File: src/sv/dpcp_pkg.sv
`timescale 1ns / 1ps

package dpcp_pkg;

    localparam int unsigned CfgIdxW = 2;
    localparam int unsigned DataW   = 8;

    typedef enum logic [CfgIdxW-1:0] {
        CFG_ON_TICKS    = 2'd0,
        CFG_OFF_TICKS   = 2'd1,
        CFG_MAX_COUNT   = 2'd2,
        CFG_HALF_PERIOD = 2'd3
    } t_cfg_idx;

    localparam logic [DataW-1:0] RST_ON_TICKS    = 8'd3;
    localparam logic [DataW-1:0] RST_OFF_TICKS   = 8'd3;
    localparam logic [DataW-1:0] RST_MAX_COUNT   = 8'd100;
    localparam logic [DataW-1:0] RST_HALF_PERIOD = 8'd50;
    localparam logic [DataW-1:0] MAX_HALF_PERIOD = 8'd128;

    typedef struct packed {
        logic [DataW-1:0] on_ticks;
        logic [DataW-1:0] off_ticks;
        logic [DataW-1:0] max_count;
        logic [DataW-1:0] half_period;
    } t_cfg;

    // debounce result for one tick, plus the count before the tick for the LED
    typedef struct packed {
        logic             held;
        logic             fresh;
        logic [DataW-1:0] count_next;
        logic [DataW-1:0] count_cur;
    } t_db_stat;

    function automatic logic [DataW-1:0] at_least_one(input logic [DataW-1:0] v);
        return (v == '0) ? DataW'(1) : v;
    endfunction

endpackage

File: src/sv/debounced_press_counter_pwm.sv
`timescale 1ns / 1ps

// Debounced button press counter with a PWM LED output.
// Input channel: one transfer per timer tick on i_valid/o_ready, carrying
// the sampled level i_button_level. Output channel: one result per tick on
// o_valid/i_ready with o_led_on, o_press_count, o_new_press and o_pressed.
// Configuration: i_cfg_we writes i_cfg_data into register i_cfg_idx
// (on_ticks, off_ticks, max_count, half_period) in the same edge; write
// only while no tick is in flight.
// Latency: the result of a tick is valid in the cycle after its transfer.
// Throughput: one tick per cycle. The debounce and phase state advance in
// the accepting cycle, and a single output register holds the result.
// A stalled receiver holds the output register; o_ready stays high as long
// as the held result is taken in the same cycle, so the input stalls only
// when the output register is full and i_ready is low.
// Reset (synchronous, active low) loads the register defaults, clears the
// runs, the debounced state, the count and the LED phase, and empties the
// output register.
module debounced_press_counter_pwm
    import dpcp_pkg::*;
(
    input  logic               i_clk,
    input  logic               i_rst_n,
    input  logic               i_cfg_we,
    input  logic [CfgIdxW-1:0] i_cfg_idx,
    input  logic [DataW-1:0]   i_cfg_data,
    input  logic               i_valid,
    output logic               o_ready,
    input  logic               i_button_level,
    output logic               o_valid,
    input  logic               i_ready,
    output logic               o_led_on,
    output logic [DataW-1:0]   o_press_count,
    output logic               o_new_press,
    output logic               o_pressed
);

    t_cfg             r_cfg;
    t_db_stat         db_stat;
    logic             led;
    logic             step;
    logic             r_valid;
    logic             r_led;
    logic [DataW-1:0] r_count;
    logic             r_new;
    logic             r_pressed;

    assign o_ready = !r_valid || i_ready;
    assign step    = i_valid && o_ready;

    always_ff @(posedge i_clk) begin
        if (!i_rst_n) begin
            r_cfg.on_ticks    <= RST_ON_TICKS;
            r_cfg.off_ticks   <= RST_OFF_TICKS;
            r_cfg.max_count   <= RST_MAX_COUNT;
            r_cfg.half_period <= RST_HALF_PERIOD;
        end else if (i_cfg_we) begin
            case (t_cfg_idx'(i_cfg_idx))
                CFG_ON_TICKS:    r_cfg.on_ticks    <= i_cfg_data;
                CFG_OFF_TICKS:   r_cfg.off_ticks   <= i_cfg_data;
                CFG_MAX_COUNT:   r_cfg.max_count   <= i_cfg_data;
                CFG_HALF_PERIOD: r_cfg.half_period <= i_cfg_data;
                default: ;
            endcase
        end
    end

    dpcp_debounce u_debounce (
        .i_clk   (i_clk),
        .i_rst_n (i_rst_n),
        .i_cfg   (r_cfg),
        .i_step  (step),
        .i_level (i_button_level),
        .o_stat  (db_stat)
    );

    // LED uses the count from before this tick's debounce update
    dpcp_pwm u_pwm (
        .i_clk         (i_clk),
        .i_rst_n       (i_rst_n),
        .i_half_period (r_cfg.half_period),
        .i_step        (step),
        .i_count       (db_stat.count_cur),
        .o_led         (led)
    );

    always_ff @(posedge i_clk) begin
        if (!i_rst_n) begin
            r_valid <= 1'b0;
        end else if (step) begin
            r_valid <= 1'b1;
        end else if (i_ready) begin
            r_valid <= 1'b0;
        end
    end

    always_ff @(posedge i_clk) begin
        if (step) begin
            r_led     <= led;
            r_count   <= db_stat.count_next;
            r_new     <= db_stat.fresh;
            r_pressed <= db_stat.held;
        end
    end

    assign o_valid       = r_valid;
    assign o_led_on      = r_led;
    assign o_press_count = r_count;
    assign o_new_press   = r_new;
    assign o_pressed     = r_pressed;

    a_new_implies_pressed: assert property (@(posedge i_clk) disable iff (!i_rst_n)
        (r_valid && r_new) |-> r_pressed)
        else $error("new press reported while released");

    a_count_monotonic: assert property (@(posedge i_clk) disable iff (!i_rst_n)
        $past(i_rst_n) |-> (db_stat.count_cur >= $past(db_stat.count_cur)))
        else $error("press count decreased");

    a_fresh_reported: assert property (@(posedge i_clk) disable iff (!i_rst_n)
        ($past(i_rst_n) && $past(step) && $past(db_stat.fresh)) |-> (r_new && r_pressed))
        else $error("new press not reported as a pressed result");

endmodule

File: src/sv/dpcp_debounce.sv
`timescale 1ns / 1ps

module dpcp_debounce
    import dpcp_pkg::*;
(
    input  logic     i_clk,
    input  logic     i_rst_n,
    input  t_cfg     i_cfg,
    input  logic     i_step,
    input  logic     i_level,
    output t_db_stat o_stat
);

    logic [DataW-1:0] r_high_run, n_high_run;
    logic [DataW-1:0] r_low_run,  n_low_run;
    logic             r_held,     n_held;
    logic [DataW-1:0] r_count,    n_count;
    logic [DataW-1:0] on_thr, off_thr;
    logic             fresh;

    always_comb begin
        on_thr     = at_least_one(i_cfg.on_ticks);
        off_thr    = at_least_one(i_cfg.off_ticks);
        n_high_run = r_high_run;
        n_low_run  = r_low_run;
        n_held     = r_held;
        n_count    = r_count;
        fresh      = 1'b0;

        // runs saturate at their threshold
        if (i_level) begin
            if (r_high_run < on_thr) n_high_run = r_high_run + 1'b1;
            n_low_run = '0;
        end else begin
            n_high_run = '0;
            if (r_low_run < off_thr) n_low_run = r_low_run + 1'b1;
        end

        // press wins over release
        if (n_high_run >= on_thr) begin
            if (!r_held) begin
                n_held = 1'b1;
                fresh  = 1'b1;
                if (r_count < i_cfg.max_count) n_count = r_count + 1'b1;
            end
        end else if (n_low_run >= off_thr) begin
            n_held = 1'b0;
        end

        o_stat.held       = n_held;
        o_stat.fresh      = fresh;
        o_stat.count_next = n_count;
        o_stat.count_cur  = r_count;
    end

    always_ff @(posedge i_clk) begin
        if (!i_rst_n) begin
            r_high_run <= '0;
            r_low_run  <= '0;
            r_held     <= 1'b0;
            r_count    <= '0;
        end else if (i_step) begin
            r_high_run <= n_high_run;
            r_low_run  <= n_low_run;
            r_held     <= n_held;
            r_count    <= n_count;
        end
    end

endmodule

File: src/sv/dpcp_pwm.sv
`timescale 1ns / 1ps

module dpcp_pwm
    import dpcp_pkg::*;
(
    input  logic             i_clk,
    input  logic             i_rst_n,
    input  logic [DataW-1:0] i_half_period,
    input  logic             i_step,
    input  logic [DataW-1:0] i_count,
    output logic             o_led
);

    logic [DataW-1:0] r_phase, n_phase;
    logic [DataW-1:0] hp;
    logic [DataW:0]   two_hp;
    logic [DataW-1:0] p;
    logic [DataW:0]   p_inc;
    logic [DataW:0]   count_up;

    always_comb begin
        hp = at_least_one(i_half_period);
        if (hp > MAX_HALF_PERIOD) hp = MAX_HALF_PERIOD;
        two_hp = {hp, 1'b0};

        // restart a phase left out of range by a register change
        p = ({1'b0, r_phase} >= two_hp) ? '0 : r_phase;

        count_up = {1'b0, i_count} + 1'b1;
        if (p < hp) begin
            o_led = (count_up[DataW:1] > p);
        end else begin
            o_led = ((i_count >> 1) > (p - hp));
        end

        p_inc   = {1'b0, p} + 1'b1;
        n_phase = (p_inc >= two_hp) ? '0 : p_inc[DataW-1:0];
    end

    always_ff @(posedge i_clk) begin
        if (!i_rst_n) begin
            r_phase <= '0;
        end else if (i_step) begin
            r_phase <= n_phase;
        end
    end

endmodule
File: config.mk
export PLATFORM = sky130hd
export DESIGN_NAME = debounced_press_counter_pwm
export DESIGN_NICKNAME = d
export VERILOG_FILES = /design/src/sv/dpcp_pkg.sv /design/src/sv/debounced_press_counter_pwm.sv /design/src/sv/dpcp_debounce.sv /design/src/sv/dpcp_pwm.sv
export SDC_FILE = /design/constraint.sdc
export NUM_CORES = 1
export LEC_CHECK = 0
export ABC_AREA = 1
export BUFFER_PORTS_ARGS = -buffer_cell sky130_fd_sc_hd__buf_2
export CORE_MARGIN = 3
export CORE_UTILIZATION = 45
export DETAILED_ROUTE_END_ITERATION = 6
export MAX_ROUTING_LAYER = met4
export PLACE_DENSITY_LB_ADDON = 0.25
export SKIP_CTS_REPAIR_TIMING = 1
export SLEW_MARGIN = 25
export SYNTH_ARGS = -nofsm -noshare
export SYNTH_HDL_FRONTEND = slang
export SYNTH_SLANG_ARGS = --single-unit
File: constraint.sdc
create_clock -name i_clk -period 6 [get_ports i_clk]
set_input_delay 0.3 -clock i_clk [delete_from_list [all_inputs] [get_ports i_clk]]
set_output_delay 0.3 -clock i_clk [all_outputs]
set_load 0.005 [all_outputs]
[Word-level counts from Yosys, hierarchy flattened]
Cells that the tools add are included.
Word-level totals
  input port bits: 16
  word-level logic and storage cells: 65
  register bits: 77
  bits in writable memories: 0
  memory bits (read-only): 0
  output and inout port bits: 13
  memories kept: 0
  bits in latches: 0
Operators by class
  multipliers: 0
  mux-type cells: 19
  bitwise operators: 0
  add/subtract/negate cells: 6
  eq/ne operators: 3
  div/mod/pow operators: 0
  reduce and logical (&&, ||, !) cells: 12
  shift operators: 0
  $lt $le $gt $ge: 11
Operators by type and width (count)
  $mux W8: 13
  $lt A8 B8 Y1: 4
  $add A8 B1 Y8 const B: 3
  $logic_not A8 Y1: 3
  $add A8 B1 Y9 const B: 2
  $ge A8 B8 Y1: 2
  $ge A8 B9 Y1: 1
  $ge A9 B9 Y1: 1
  $gt A7 B8 Y1: 1
  $gt A8 B8 Y1: 1
  $gt A8 B8 Y1 const B: 1
  $reduce_and A2 Y1: 4
  $sub A8 B8 Y8: 1
  $mux W1: 6
  $eq A2 B2 Y1 const B: 2
  $eq A2 B1 Y1 const B: 1
  $logic_not A2 Y1: 1
  $reduce_bool A2 Y1: 1
  $logic_and A1 B1 Y1: 1
  $logic_not A1 Y1: 1
  $logic_or A1 B1 Y1: 1

[Logic depth before layout (Yosys ltp)]
  depth in word-level cells: 9
  mapped depth: 31
  mapped depth without buffers: 31

[By module]
Synthesis repeated with hierarchy kept, for this count alone.
Second synthesis, totals
  cell total of the unflattened synthesis: 938
  area total of the unflattened synthesis: 6222.2 sq um
Modules (own cells, without submodules)
  dpcp_debounce: cells an instance 433, area an instance 2681.3 sq um, times used 1, seq. area each 500.5 sq um
  dpcp_pwm: cells an instance 296, area an instance 1859.3 sq um, times used 1, seq. area each 160.2 sq um
  debounced_press_counter_pwm: cells an instance 209, area an instance 1681.6 sq um, times used 1, seq. area each 991.0 sq um

[Worst setup path after synthesis]
No wires, ideal clock.
  path type: register -> register
  start: register r_cfg[4] (netlist bit)
  end: register r_led (netlist: o_led_on) (data pin)
  path slack: 2159 ps
  stages on the path, launching flop included: 29
  required time: 5743 ps
  arrival: 3584 ps
  setup time: 257 ps
  path buffers: 0
  clock period less this slack: 3841 ps
  path through: dfxtp_1 nor2_1 nand2_1 o21ai_2 nand2_1 ha_1 nand2_1 nand2_1 nand2_1 nand2_2 nor2_4 nand2_4 clkinv_4 nand2_1 ha_1 fa_1 nor2_1 nor2_1 a21boi_2 a21o_1 nand2_1 nand3b_1 nand2_1 ha_1 nand4_1 nor2_1 nor2_1 nand4_1 nand2_1
On the way
  cells in the longest elaborated chain, start to end: 9
  elaborated cells between the ends (all ways): 11
  those cells by class: add/sub (1); order compare (5); mux (4); reduce/logical (1)
Ends and longest elaborated chain
  start: declaration: RTL line debounced_press_counter_pwm.sv:38  | t_cfg r_cfg;
  $logic_not A8 Y1: RTL line dpcp_pkg.sv:37  | return (v == '0) ? DataW'(1) : v;
  $mux W8 *: RTL line dpcp_pkg.sv:37
  $gt A8 B8 Y1: RTL line dpcp_pwm.sv:23  | if (hp > MAX_HALF_PERIOD) hp = MAX_HALF_PERIOD;
  $mux W8 *: RTL line dpcp_pwm.sv:23
  $ge A8 B9 Y1: RTL line dpcp_pwm.sv:27  | p = ({1'b0, r_phase} >= two_hp) ? '0 : r_phase;
  $mux W8: RTL line dpcp_pwm.sv:27
  $sub A8 B8 Y8: RTL line dpcp_pwm.sv:33  | o_led = ((i_count >> 1) > (p - hp));
  $gt A7 B8 Y1: RTL line dpcp_pwm.sv:33
  $mux W1 *: RTL line dpcp_pwm.sv:30  | if (p < hp) begin
  via led: RTL line debounced_press_counter_pwm.sv:40  | logic led;
  end signal: assignment: RTL line debounced_press_counter_pwm.sv:99  | r_led <= led;
  end: declaration: RTL line debounced_press_counter_pwm.sv:43  | logic r_led;
Mark *: on every way through the listed nets, which the timed path passes. The rest lies on a longest branch.
A chain may end at the register's enable or synchronous reset.

[Worst setup path in the final report]
Ends and elaborated chain as after synthesis.

==> flow_summary.json <==
{
  "nets": 919,
  "grt_pass1_vias": 4706,
  "synth-compound-area-share_pct": 15.9,
  "use_met2_pct": 30.8,
  "status": "finished clean",
  "place.gp.congestion": 0.907,
  "leakage_nw": 3.23,
  "setup_tns_ns": 0,
  "syn_area_per_cell_um2": 7.13,
  "synth_most_common_cell": "nand2_1",
  "ant_nets": 0,
  "rsz0062_at_grt": "no",
  "crit_required_ns": 6.09,
  "dr_total_vias": 4968,
  "drtPass1Iterations": 5,
  "clock_skew_ns": 0.00794,
  "synthTopCellsByArea": "dfxtp_1 (23%), ha_1 (17%), nand2_1 (11%)",
  "cts_htree_levels": 3,
  "slowest_delay_ns": 0.46,
  "clk_pin_slew_ns": 0.06,
  "hold-path-cell-count": 4,
  "hold_start": "i_ready",
  "min_to": "o_valid",
  "syn_inst": 798,
  "hold_slack_ns": 0.251,
  "fmax_mhz": 238,
  "antenna_found_initial": 0,
  "numCtsBuffers": 9,
  "drv_cap": 0,
  "path_common_cell": "nand2_1",
  "postSynthRegisterBits": 77,
  "period_needed_ns": 4.20,
  "final-max-slew-violation-count": 0,
  "worstSetupPathType": "reg2reg",
  "die_area_um2": 14000,
  "busiest_layer": "met2",
  "io_buffers": 28,
  "row_count": 40,
  "setup_viol": 0,
  "core-area_um2": 12200,
  "crit_fanout": 6,
  "synth-xor-area-share_pct": 3.85,
  "syn2layout_area_growth_pct": 10.5,
  "hold_path.class": "in2reg",
  "clockBufferDepth": 2,
  "synth_edf_count": 11,
  "hpwl_mm": 10.0,
  "synth-simple-area-share_pct": 23.6,
  "synthAdderAreaFrac_pct": 17.5,
  "worstSetupStartpointType": "flip-flop",
  "cts_tree": "built",
  "clkLatencyLatePin_ns": 0.34,
  "arrival_ns": 4.29,
  "wirelength_mm": 13.0,
  "grt_usage_pct": 19.6,
  "ys_seq_area_share_pct": 29.0,
  "synth_nets": 893,
  "ys_types": 44,
  "drtIter0Drc": 365,
  "gr-usage-met3_pct": 3.59,
  "use_met1_pct": 26.6,
  "slowest_stage": "fa_1",
  "die_w_um": 118,
  "async_flop_share_pct": 0,
  "start_util_pct": 46.6,
  "yosys-top-cells-count": "nand2_1 (165), inv_1 (129), ha_1 (78)",
  "rrSetupSlack_ns": 1.80,
  "ys_warn_count": 0,
  "end_kind": "flip-flop",
  "slew-limit-headroom_pct": 42.3,
  "grt.overflow.total": 0,
  "clkSinkCount": 77,
  "worst_slew_pin_slew_ns": 0.863,
  "synthMuxAreaShare_pct": 0,
  "worst_r2r_startpoint": "r_cfg[4]",
  "power_density_nw_per_um2": 250,
  "grt_pass1_wl_mm": 22.1,
  "drt-wirelength-per-cell_um": 13.0,
  "stdcell_area_um2": 6290,
  "vdd_drop_max_mv": 0.146,
  "syn_area_um2": 5690,
  "n_antenna_cell": 0,
  "synth_top_family_by_area": "simple AND/OR/NAND/NOR gates",
  "r2r-end": "o_led_on",
  "ios": 29,
  "worst-r2r-cell-count": 28,
  "placed_area_um2": 6000,
  "period_share_pct": 70.0,
  "synthFlopType": "dfxtp_1",
  "grt_max_degree": 51,
  "cts_root_buf": "clkbuf_16",
  "yosys.area.top_type": "dfxtp_1",
  "drive_above_1_share_pct": 8.94,
  "finalHoldViolations": 0,
  "drc_errors": 0,
  "vias_per_cell": 4.99,
  "synth_top_area_share_pct": 23.2,
  "die-height_um": 118
}
[worst max-delay path, delay by kind of cell, from the launching register on]
family,cells,cell delay [ns]
simple gates,20,1.67
fa+ha+maj,4,1.31
compound gates,3,0.55
flops,1,0.32
buf+inv,1,0.09
[where the power goes]
part           total (mW)  switching (mW)  leakage (nW)  internal [mW]
Combinational       0.422           0.266          2.43          0.156
Clock               0.546           0.215         0.145          0.331
Sequential          0.606          0.0303         0.652          0.576
Total                1.57           0.511          3.23           1.06
[how the worst max path moves through the flow]
stage | start | to | slack (ns)
2_1_floorplan | r_cfg[4] | o_led_on | 2.16
3_3_place_gp | r_cfg[4] | o_led_on | 1.94
3_5_place_dp | r_cfg[4] | o_led_on | 1.83
4_1_cts | r_cfg[4] | o_led_on | 1.81
5_1_grt | r_cfg[4] | o_led_on | 1.43
6_report | r_cfg[4] | o_led_on | 1.80
[registers in the layout, indices dropped and copies added, names as in the netlist]
register / cells
r_cfg: 32
o_press_count: 8
u_debounce.r_count: 8
u_debounce.r_high_run: 8
u_debounce.r_low_run: 8
u_pwm.r_phase: 8
o_led_on: 1
o_new_press: 1
o_pressed: 1
o_valid: 1
u_debounce.r_held: 1
[per-stage QoR]
step | power [mW] | setup WS (ns) | utilization (%) | instances
after floorplan | 0.926 | 2.16 | - | 798
after global placement | 1.03 | 1.94 | 49.1 | 981
after detailed placement | 1.04 | 1.83 | 49.1 | 981
after CTS | 1.59 | 1.81 | 51.5 | 996
after global routing | 1.68 | 1.43 | 51.5 | 996
final | 1.57 | 1.80 | 51.5 | 996
[routing by layer]
metal  up-vias  routed length, um
met2        78               5680
met4         0                161
met5         -                  0
met1      2192               6690
li1       2684                  -
met3        14                462
[placed cells by master, fill, tap and decap left out, types with 3 or more instances in the layout]
cell type / n
clkbuf_16: 9
dfxtp_1: 66
o211ai_1: 9
nor2_1: 47
xor2_1: 21
nor2_4: 4
edfxtp_1: 11
a21oi_1: 76
o21ai_0: 57
nand2_2: 8
nand3_1: 45
nor3_1: 7
ha_1: 78
nand3b_1: 4
a22oi_1: 3
nand4_1: 12
inv_2: 4
buf_2: 28
clkinv_1: 3
xnor2_1: 4
inv_1: 129
nand2_1: 165
[cells by family (layout without fill, tap and decap cells)]
kind of cell / count (synthesis) / in the layout
AO/OA/AOI/OAI: 163 / 163
adder cells (fa/ha/maj): 79 / 79
XOR/XNOR: 25 / 25
buffers and inverters: 152 / 182
flip-flops: 77 / 77
AND/OR/NAND/NOR: 302 / 302
[layout make-up]
cell class	count	area, um^2
Clock buffer	11	243
Clock inverter	4	48.8
Fill cell	1226	5920
Inverter	137	519
Multi-Input combinational cell	569	3460
Sequential cell	77	1650
Tap cell	168	210
Timing Repair Buffer	30	155
No activity file was read; power rests on OpenSTA's default activity.
